### src/mea_pkg.sv
// Shared types, request codes and saturation helpers for the multipole expansion accumulator.
// No dependencies.
`default_nettype none

package mea_pkg;

    localparam logic [1:0] REQ_CLEAR = 2'd0;
    localparam logic [1:0] REQ_ADD   = 2'd1;
    localparam logic [1:0] REQ_READ  = 2'd2;

    localparam logic [7:0] CFG_ORDER = 8'd0;
    localparam logic [7:0] CFG_LEVEL = 8'd1;

    localparam logic [5:0] ORDER_RESET = 6'd16;
    localparam logic [4:0] LEVEL_RESET = 5'd0;

    typedef struct packed {
        logic        [1:0]  req_type;
        logic signed [31:0] offset_re;
        logic signed [31:0] offset_im;
        logic signed [31:0] charge;
        logic signed [31:0] dipole_x;
        logic signed [31:0] dipole_y;
        logic               has_dipole;
    } t_req;

    typedef struct packed {
        logic        [5:0]  coeff_order;
        logic signed [47:0] coeff_re;
        logic signed [47:0] coeff_im;
        logic               last;
        logic               saturated;
    } t_result;

    typedef struct packed {
        logic [5:0] expansion_order;
        logic [4:0] box_level;
    } t_cfg;

    typedef struct packed {
        logic               start;
        logic               sh31;
        logic signed [47:0] a;
        logic signed [47:0] b;
    } t_mul_req;

    typedef struct packed {
        logic               done;
        logic               sat;
        logic signed [47:0] res;
    } t_mul_rsp;

    // {sat, value}: clamp a magnitude to the signed 48-bit range
    function automatic logic [48:0] clamp48(input logic [79:0] mag, input logic neg);
        logic [79:0] lim;
        logic        sat;
        logic [47:0] m;
        lim = neg ? 80'h800000000000 : 80'h7FFFFFFFFFFF;
        sat = mag > lim;
        m   = sat ? lim[47:0] : mag[47:0];
        return {sat, (neg ? (~m + 48'd1) : m)};
    endfunction

    // {sat, value}: saturate a signed sum to 48 bits
    function automatic logic [48:0] sat48(input logic signed [49:0] v);
        if (v > 50'sh7FFFFFFFFFFF) begin
            return {1'b1, 48'h7FFFFFFFFFFF};
        end else if (v < -50'sh800000000000) begin
            return {1'b1, 48'h800000000000};
        end
        return {1'b0, v[47:0]};
    endfunction

endpackage

`default_nettype wire

### src/mea_mul.sv
// Shared rounding multiplier: 48x48 signed magnitudes from four 24x24 partial products.
// Depends on mea_pkg.
`default_nettype none

module mea_mul (
    input  wire                i_clk,
    input  wire                i_rst_n,
    input  mea_pkg::t_mul_req  i_req,
    output mea_pkg::t_mul_rsp  o_rsp
);
    import mea_pkg::*;

    logic        r_run, r_fin, r_done, r_neg, r_sh31, r_sat;
    logic [1:0]  r_cnt;
    logic [95:0] r_acc;
    logic [47:0] r_ma, r_mb;
    logic signed [47:0] r_res;
    logic [23:0] ai, bi;
    logic [47:0] pp;
    logic [95:0] pp_sh;
    logic [96:0] rsum;
    logic [96:0] rshift;
    logic [48:0] cl;

    always_comb begin
        ai    = r_cnt[1] ? r_ma[47:24] : r_ma[23:0];
        bi    = r_cnt[0] ? r_mb[47:24] : r_mb[23:0];
        pp    = ai * bi;
        pp_sh = {48'd0, pp} << (7'd24 * ({6'd0, r_cnt[1]} + {6'd0, r_cnt[0]}));
        rsum  = {1'b0, r_acc} + (r_sh31 ? 97'h40000000 : 97'h800000);
        rshift = r_sh31 ? (rsum >> 31) : (rsum >> 24);
        cl    = clamp48(rshift[79:0], r_neg);
    end

    always_ff @(posedge i_clk) begin
        if (!i_rst_n) begin
            r_run  <= 1'b0;
            r_fin  <= 1'b0;
            r_done <= 1'b0;
            r_cnt  <= 2'd0;
        end else begin
            r_done <= 1'b0;
            if (i_req.start) begin
                r_run  <= 1'b1;
                r_cnt  <= 2'd0;
                r_acc  <= '0;
                r_ma   <= i_req.a[47] ? (~i_req.a + 48'd1) : i_req.a;
                r_mb   <= i_req.b[47] ? (~i_req.b + 48'd1) : i_req.b;
                r_neg  <= i_req.a[47] ^ i_req.b[47];
                r_sh31 <= i_req.sh31;
            end else if (r_run) begin
                r_acc <= r_acc + pp_sh;
                r_cnt <= r_cnt + 2'd1;
                if (r_cnt == 2'd3) begin
                    r_run <= 1'b0;
                    r_fin <= 1'b1;
                end
            end else if (r_fin) begin
                r_fin  <= 1'b0;
                r_done <= 1'b1;
                r_sat  <= cl[48];
                r_res  <= cl[47:0];
            end
        end
    end

    assign o_rsp = '{done: r_done, sat: r_sat, res: r_res};

endmodule

`default_nettype wire

### config.mk
export PLATFORM = sky130hd
export DESIGN_NAME = mea_mul
export DESIGN_NICKNAME = d
export VERILOG_FILES = /design/src/mea_pkg.sv /design/src/mea_mul.sv
export SDC_FILE = /design/constraint.sdc
export NUM_CORES = 2
export LEC_CHECK = 0
export BUFFER_PORTS_ARGS = -buffer_cell sky130_fd_sc_hd__buf_2
export CAP_MARGIN = 20
export CORE_ASPECT_RATIO = 1.5
export CORE_MARGIN = 2
export CORE_UTILIZATION = 34
export DETAILED_ROUTE_END_ITERATION = 12
export SYNTH_ARGS = -nofsm -noshare
export SYNTH_HDL_FRONTEND = slang
export SYNTH_SLANG_ARGS = --single-unit
### constraint.sdc
create_clock -name i_clk -period 14.6 [get_ports i_clk]
set_input_delay 0.73 -clock i_clk [delete_from_list [all_inputs] [get_ports i_clk]]
set_output_delay 0.73 -clock i_clk [all_outputs]
set_load 0.02 [all_outputs]
==> metrics.cfg <==
[sta]
fmax_mhz = 71.9
maxSlewHeadroom_pct = 16.0
tns_ps = 0
finClkSkew_ps = 33.2
finalSetupViolations = 0
period_minus_slack_ps = 13910
drv_slew = 0
finalCritPeriodShare_pct = 95.3
worst-slew-pin-transition_ps = 1250
hold_viol = 0
rsz0062_at_grt = no

[clock_tree]
cts_root_buf = clkbuf_16
cts-htree-levels = 1
clk_pin_slew_ps = 80
cts_tree = built
clk_latency_ps = 650
clk_path_buf_depth = 3
clock_sinks = 248
numCtsBuffers = 29

[detailed_routing]
top_layer = met4
drt-initial-drc-count = 2267
routed_wl_um = 150000
drt_pass1_iterations = 6
drc = 0
route.vias.total = 37100
wl_met3_um = 7110
drt-vias-per-instance = 5.55
m1WireLength_um = 53100
wl_per_cell_um = 22.4
postRouteAntennaNets = 0
wl_met2_um = 76600

[worst_setup_path]
r2r_cells = 37
worstPathRequired_ps = 14940
path_buf_inv = 5
crit_path_start_kind = flop
path_depth = 37
critPathSlowestCell = mux2i_1
worstSetupEndpoint = r_acc[89]$_SDFFCE_PP0P_
r2r_start = r_cnt[0]$_SDFFE_PP0P_
end_kind = flop
path_delay_family = adder cells
critPathMaxFanout = 18
crit_type = reg2reg
r2r_end = r_acc[89]$_SDFFCE_PP0P_
rrSetupSlack_ps = 690
critPathArrivalTime_ps = 14240
cp-startpoint = r_cnt[0]$_SDFFE_PP0P_
crit_path_frequent_cell = fa_1
crit_path_max_incr_delay_ps = 1030

[placement]
port_buffers = 149
dpl.hpwl_um = 123000
gp_congestion = 1.02

[die]
start_util_pct = 34.2
core-area_um2 = 125000
rows = 159
io_pins = 150
die_y_um = 438
die_area_um2 = 128000
chipWidth_um = 293

[logic_synthesis]
synth_cell_types = 97
synth_seq_cells = 248
synth-edff-count = 243
synth_area_per_cell_um2 = 8.51
yosysWarnings = 0
syn_inst = 5006
synth_ff_type = edfxtp_1
syn-cell-area_um2 = 42600
ys_seq_area_share_pct = 17.4
synthArstFlopShare_pct = 0
synth_nets = 5914

[final_layout]
nets = 5950
final_cell_mix = inv_1 (644), nor2_1 (580), nand2_1 (552)
antenna_cells = 0
final_common_cell = inv_1
area_delta_synth_final_pct = 8.34
drive_above_1_share_pct = 8.87

[global_routing]
grt_pass1_wl_um = 226000
antenna_found_initial = 1
grt_pass1_vias = 38100
overflow = 0
grt.total_usage_pct = 22.9
grt_max_degree = 75

[min_path]
min_from = i_req[48]
hold_class = in2reg

[run_status]
status = finished, final reports clean

[run]
maxCapViolations = 0

-- through the flow --
step | cells | hold WS (ps) | area [um2] | setup slack (ps) | util [%]
floorplan | 5006 | 446 | 42600 | 2720 | -
global placement | 6621 | 465 | 45200 | 986 | 36.3
detailed placement | 6621 | 473 | 45200 | 853 | 36.3
CTS | 6674 | 258 | 46200 | 789 | 37.0
global route | 6674 | 287 | 46200 | 55.3 | 37.0
finish | 6674 | 306 | 46200 | 693 | 37.0
-- worst min-delay path by stage --
stage	endpoint	slack, ps	cells after the start
after detailed placement	r_fin$_SDFFE_PN0P_	470	2
after global placement	r_fin$_SDFFE_PN0P_	470	2
after global routing	r_sh31$_DFFE_PP_	290	1
final	r_ma[0]$_DFFE_PP_	310	1
after floorplan	r_fin$_SDFFE_PN0P_	450	2
after CTS	r_ma[0]$_DFFE_PP_	260	1
-- Yosys cell counts (all sizes together) (60+ instances only) --
cell type | n | area, um2
a21oi | 237 | 1190
nor2 | 581 | 2180
clkbuf | 208 | 781
nand3 | 98 | 490
nand2 | 552 | 2070
xor2 | 60 | 526
mux2i | 88 | 885
edfxtp | 243 | 7300
nor3 | 79 | 405
o21ai | 181 | 906
a21o | 114 | 856
xnor2 | 210 | 1840
ha | 325 | 4070
nand4 | 77 | 503
inv | 647 | 2430
mux2 | 68 | 769
fa | 483 | 9670
-- sequential cells by signal (all words and copies together) (netlist names) --
name    flops
r_neg       1
r_acc      96
r_sh31      1
r_fin       1
r_run       1
r_cnt       2
r_done      1
r_ma       48
r_sat       1
r_res      48
r_mb       48
-- logic make-up after synthesis --
kind of cell | share of synthesized area, %
compound gates | 14.7
xor+xnor | 5.55
fa+ha+maj | 32.2
buf+inv | 7.91
flops | 17.4
mux | 3.93
simple gates | 18.3
-- per-layer routing --
layer | GRT usage [%] | vias up
met5 | 0 | -
li1 | - | 17100
met3 | 2.48 | 484
met1 | 23.9 | 18100
met4 | 16.5 | 0
met2 | 42.5 | 1313
-- area by class of cell --
cell class,count,area [um2]
Clock buffer,32,737
Clock inverter,21,211
Fill cell,12800,78600
Inverter,648,2430
Multi-Input combinational cell,3871,31900
Sequential cell,248,7400
Tap cell,1610,2010
Timing Repair Buffer,244,1460
-- what timing repair did --
action                     4_1_cts  5_1_grt
setup buffers                    0        0
setup endpoints to repair        0        1
gates resized for setup          0        2
hold buffers                     0        0
Power is left out: the tool's default activity adds up to more than one toggle a clock period on the data nets, which glitch-free logic cannot reach.
