==> src/mea_pkg.sv <==
// Shared types, request codes and saturation helpers for the multipole expansion accumulator.
// No dependencies.
`default_nettype none

package mea_pkg;

    localparam logic [1:0] REQ_CLEAR = 2'd0;
    localparam logic [1:0] REQ_ADD   = 2'd1;
    localparam logic [1:0] REQ_READ  = 2'd2;

    localparam logic [7:0] CFG_ORDER = 8'd0;
    localparam logic [7:0] CFG_LEVEL = 8'd1;

    localparam logic [5:0] ORDER_RESET = 6'd16;
    localparam logic [4:0] LEVEL_RESET = 5'd0;

    typedef struct packed {
        logic        [1:0]  req_type;
        logic signed [31:0] offset_re;
        logic signed [31:0] offset_im;
        logic signed [31:0] charge;
        logic signed [31:0] dipole_x;
        logic signed [31:0] dipole_y;
        logic               has_dipole;
    } t_req;

    typedef struct packed {
        logic        [5:0]  coeff_order;
        logic signed [47:0] coeff_re;
        logic signed [47:0] coeff_im;
        logic               last;
        logic               saturated;
    } t_result;

    typedef struct packed {
        logic [5:0] expansion_order;
        logic [4:0] box_level;
    } t_cfg;

    typedef struct packed {
        logic               start;
        logic               sh31;
        logic signed [47:0] a;
        logic signed [47:0] b;
    } t_mul_req;

    typedef struct packed {
        logic               done;
        logic               sat;
        logic signed [47:0] res;
    } t_mul_rsp;

    // {sat, value}: clamp a magnitude to the signed 48-bit range
    function automatic logic [48:0] clamp48(input logic [79:0] mag, input logic neg);
        logic [79:0] lim;
        logic        sat;
        logic [47:0] m;
        lim = neg ? 80'h800000000000 : 80'h7FFFFFFFFFFF;
        sat = mag > lim;
        m   = sat ? lim[47:0] : mag[47:0];
        return {sat, (neg ? (~m + 48'd1) : m)};
    endfunction

    // {sat, value}: saturate a signed sum to 48 bits
    function automatic logic [48:0] sat48(input logic signed [49:0] v);
        if (v > 50'sh7FFFFFFFFFFF) begin
            return {1'b1, 48'h7FFFFFFFFFFF};
        end else if (v < -50'sh800000000000) begin
            return {1'b1, 48'h800000000000};
        end
        return {1'b0, v[47:0]};
    endfunction

endpackage

`default_nettype wire

==> src/mea_front.sv <==
// Front end: takes requests, drops unused request codes, holds them in a two-entry queue.
// Depends on mea_pkg.
`default_nettype none

module mea_front (
    input  wire            i_clk,
    input  wire            i_rst_n,
    input  wire            start,
    input  mea_pkg::t_req  i_req,
    output logic           busy,
    output logic           o_item_valid,
    output mea_pkg::t_req  o_item,
    input  wire            i_back_ready
);
    import mea_pkg::*;

    t_req       r_q [0:1];
    logic       r_wp, r_rp;
    logic [1:0] r_cnt;
    logic       push, pop;

    assign busy         = (r_cnt == 2'd2);
    assign push         = start && !busy && (i_req.req_type != 2'd3);
    assign o_item_valid = (r_cnt != 2'd0);
    assign o_item       = r_q[r_rp];
    assign pop          = o_item_valid && i_back_ready;

    always_ff @(posedge i_clk) begin
        if (!i_rst_n) begin
            r_wp  <= 1'b0;
            r_rp  <= 1'b0;
            r_cnt <= 2'd0;
        end else begin
            if (push) begin
                r_wp <= ~r_wp;
            end
            if (pop) begin
                r_rp <= ~r_rp;
            end
            r_cnt <= r_cnt + {1'b0, push} - {1'b0, pop};
        end
    end

    always_ff @(posedge i_clk) begin
        if (push) begin
            r_q[r_wp] <= i_req;
        end
    end

endmodule

`default_nettype wire

==> config.mk <==
export PLATFORM = sky130hd
export DESIGN_NAME = mea_front
export DESIGN_NICKNAME = d
export VERILOG_FILES = /design/src/mea_pkg.sv /design/src/mea_front.sv
export SDC_FILE = /design/constraint.sdc
export NUM_CORES = 1
export LEC_CHECK = 0
export ABC_CLOCK_PERIOD_IN_PS = 23300
export BUFFER_PORTS_ARGS = -buffer_cell sky130_fd_sc_hd__buf_2
export CELL_PAD_IN_SITES_DETAIL_PLACEMENT = 1
export CELL_PAD_IN_SITES_GLOBAL_PLACEMENT = 1
export CORE_MARGIN = 5
export CORE_UTILIZATION = 48
export DETAILED_ROUTE_END_ITERATION = 10
export PLACE_DENSITY_LB_ADDON = 0.1
export SLEW_MARGIN = 40
export SYNTH_ARGS = -nofsm -noshare
export SYNTH_HDL_FRONTEND = slang
export SYNTH_SLANG_ARGS = --single-unit
==> constraint.sdc <==
create_clock -name i_clk -period 23.3 [get_ports i_clk]
set_input_delay 0 -clock i_clk [delete_from_list [all_inputs] [get_ports i_clk]]
set_output_delay 0 -clock i_clk [all_outputs]
set_load 0.02 [all_outputs]
==> summary.md <==
| Metric | Value |
|---|---|
| Wl on met1 | `11.4 mm` |
| DP HPWL | `18.8 mm` |
| Final GP Congestion | `0.763` |
| Pins Over Slew Limit | `0` |
| Crit end category | `flop` |
| CTS sink cnt | `331` |
| Least-Margin Pin Slew | `0.793 ns` |
| Top post-synthesis cells by area | `edfxtp_1 (80%), mux2_4 (8.6%), mux2_2 (8.5%)` |
| Crit path DAT | `2.84 ns` |
| Ports | `332` |
| Hold_sp | `start` |
| Minimum clock period | `2.71 ns` |
| Count of input and output buffers | `331` |
| First-pass GRT wire length | `47.6 mm` |
| Yosys reg bits | `331` |
| Pint | `1.23 mW` |
| Worst hold path type | `in2reg` |
| DR vias | `7,012` |
| Switching portion of total power | `0.296` |
| Post-Synthesis Cells | `533` |
| Comb power frac | `0.270` |
| Placed Instances | `1,184` |
| Critical path required time | `23.43 ns` |
| Core Footprint | `0.0252 mm2` |
| Layout cell share with drive strength beyond 1 | `0.512` |
| Hold endpoint | `r_wp$_SDFFE_PN0N_` |
| Clock transition at the registers of the reported paths | `0.06 ns` |
| Setup crit start | `r_cnt[1]$_SDFF_PN0_` |
| Wire length on met3 | `2.69 mm` |
| Worst R2R Path Depth | `5` |
| Die Wd | `170 um` |
| CP Launch Type | `flop` |
| Sequential power share | `0.433` |
| Clock group share of total power | `0.297` |
| Top Metal Used | `met4` |
| Post-synthesis sequential area ratio | `0.806` |
| Setup slack, reg-to-reg | `20.59 ns` |
| Hold Vio Cnt, Final | `0` |
| Top cell type's share of synthesized area | `0.798` |
| Sw power | `0.519 mW` |
| Crit-path cells | `nor2b_1, nand3b_1, nor2_4, buf_8, buf_4` |
| RSZ-0062 raised after global routing | `no` |
| Net count after synthesis | `702` |
| Mean Syn Cell Area | `23.0 um2` |
| Critical path class | `reg2reg` |
| # nets final | `1,226` |
| Final setup violation count | `0` |
| Global route overflow | `0` |
| Max_cap viols | `0` |
| Initial antenna violation count | `3` |
| Die Height | `170 um` |
| Post-route setup TNS | `0 ns` |
| CP max FO | `52` |
| Number of iterations in the first detailed-routing pass | `4` |
| Outcome | `complete, no violations` |
| Slowest-stage cell, CP | `nor2_4` |
| Starting Density | `0.487` |
| Worst r2r src | `r_cnt[1]$_SDFF_PN0_` |
| Die area | `0.0289 mm2` |
| Final WS setup | `20.59 ns` |
| Vias in the first global route | `8,102` |
| Largest net degree at the start of global routing | `81` |
| Non-filler cells, final | `1,416` |
| Pre-CTS WS | `20.61 ns` |
| YS warnings | `0` |
| Area Growth Syn to Fin | `38.8%` |
| Starting DRT DRC Count | `434` |
| Maximum vdd drop | `0.0753 mV` |
| Crit-path max cell delay | `0.61 ns` |
| Latest clock arrival within the worst-skew pair | `0.51 ns` |
| Number of buffers created by CTS | `36` |
| DRT antenna net count | `0` |
| CTS tree | `done` |
| Row count | `58` |
| Clk buf depth | `3` |
| Routed wire length | `32.0 mm` |
| Remaining DRCs | `0` |
| Vias per Instance | `4.95` |
| Slew headroom | `0.471` |
| Clock Skew | `0.0167 ns` |
| Hold depth | `3` |
| Post-CTS Setup Inserts | `0` |
| Final period util | `0.116` |
| # H-tree levels | `2` |
| Root buffer cell | `clkbuf_16` |
| Netlist Area Pre-Place | `0.0123 mm2` |
| Power Dens Cells | `103 mW/mm2` |
| Max Freq | `369 MHz` |
| WL per Instance | `22.6 um` |
| LEAKAGE | `6.54 nW` |
| Met2 routed WL | `16.8 mm` |
| Worst r2r dst | `r_q[0][51]$_DFFE_PP_` |
| Yosys top cell by area | `edfxtp_1` |
| Tot GR Track Use | `0.216` |
| Synth cell types | `17` |
==> cell type report <==
type,instances,area [um2]
clock buffer,41,941
antenna,3,7.51
tap,330,413
timing repair buffer,504,3400
clock inverter,23,128
fill,2204,8150
sequential,331,9890
inverter,2,7.51
multi-input combinational,182,2250
==> flip-flops by register name, indices dropped and copies added (netlist names), named ones only <==
name and cells:
r_q 326, r_rp 1, r_wp 1, r_cnt 2
==> Yosys cell counts (all sizes together) <==
library cell  instances
and2                  2
buf                  18
dfxtp                 5
edfxtp              326
ha                    2
inv                   2
mux2                163
mux2i                 1
nand2                 3
nand3b                1
nor2                  2
nor2b                 3
o21a                  1
or2                   1
xnor2                 3
==> metrics by stage <==
step	instance area, um2	hold slack (ns)	util	power [mW]
floorplan	12300	0.0989	-	1.09
global placement	14300	0.188	0.566	1.20
detailed placement	14300	0.191	0.568	1.22
CTS	17000	0.0328	0.676	1.76
global route	17000	0.0516	0.676	1.83
finish	17000	0.0619	0.676	1.75
==> layout by cell type (no fill, tap or decap), types with 2 or more instances in the layout <==
| master | instances |
|---|---|
| buf_6 | 4 |
| diode_2 | 3 |
| edfxtp_1 | 326 |
| mux2_2 | 93 |
| ha_1 | 2 |
| buf_4 | 2 |
| clkbuf_1 | 4 |
| inv_1 | 2 |
| clkinv_2 | 9 |
| and2_1 | 2 |
| dfxtp_1 | 4 |
| nand2_1 | 3 |
| dlygate4sd3_1 | 165 |
| buf_2 | 331 |
| xnor2_1 | 3 |
| nor2_4 | 2 |
| mux2_4 | 70 |
| buf_8 | 2 |
| nor2b_1 | 3 |
| clkbuf_16 | 37 |
| clkinv_1 | 12 |
==> worst max path at each step <==
stage / to / slack [ns] / cells past startpoint
2_1_floorplan: r_q[0][0]$_DFFE_PP_ / 15.05 / 3
3_3_place_gp: r_q[0][33]$_DFFE_PP_ / 20.33 / 4
3_5_place_dp: r_q[1][34]$_DFFE_PP_ / 20.61 / 5
4_1_cts: r_q[1][7]$_DFFE_PP_ / 20.58 / 5
5_1_grt: r_q[1][35]$_DFFE_PP_ / 20.44 / 5
6_report: r_q[0][51]$_DFFE_PP_ / 20.59 / 5
==> worst max-delay path, delay by kind of cell (launching register included) <==
| kind | cells | cell delay, ns |
|---|---|---|
| flops | 1 | 0.34 |
| buf+inv | 2 | 0.86 |
| simple gates | 3 | 1.10 |
==> cells by family after synthesis <==
group                      after synthesis  share of synthesized area
muxes                                  164                      0.172
xor gates and xnor gates                 3                    0.00214
buffers and inverters                   20                     0.0125
AOI/OAI and AO/OA                        1                   0.000612
adders and majority gates                2                    0.00204
and+or+nand+nor                         12                    0.00520
DFF                                    331                      0.806
==> repair_timing <==
| item | CTS | global route |
|---|---|---|
| resized for setup | 0 | 0 |
| hold buffers | 165 | 0 |
| hold endpoints to repair | 331 | 0 |
==> layer usage <==
layer,vias to the layer above,GRT usage
li1,3175,-
met1,3489,0.242
met2,282,0.390
met3,66,0.0704
met4,0,0.0715
met5,-,0
==> power groups by stage <==
stage	Sequential (mW)	Combinational (mW)	Clock (mW)
6_report	0.758	0.473	0.520
5_1_grt	0.763	0.501	0.563
3_3_place_gp	0.764	0.438	0
3_5_place_dp	0.769	0.447	0
4_1_cts	0.757	0.472	0.528
2_1_floorplan	0.772	0.319	0
No activity file was read; power rests on OpenSTA's default activity.
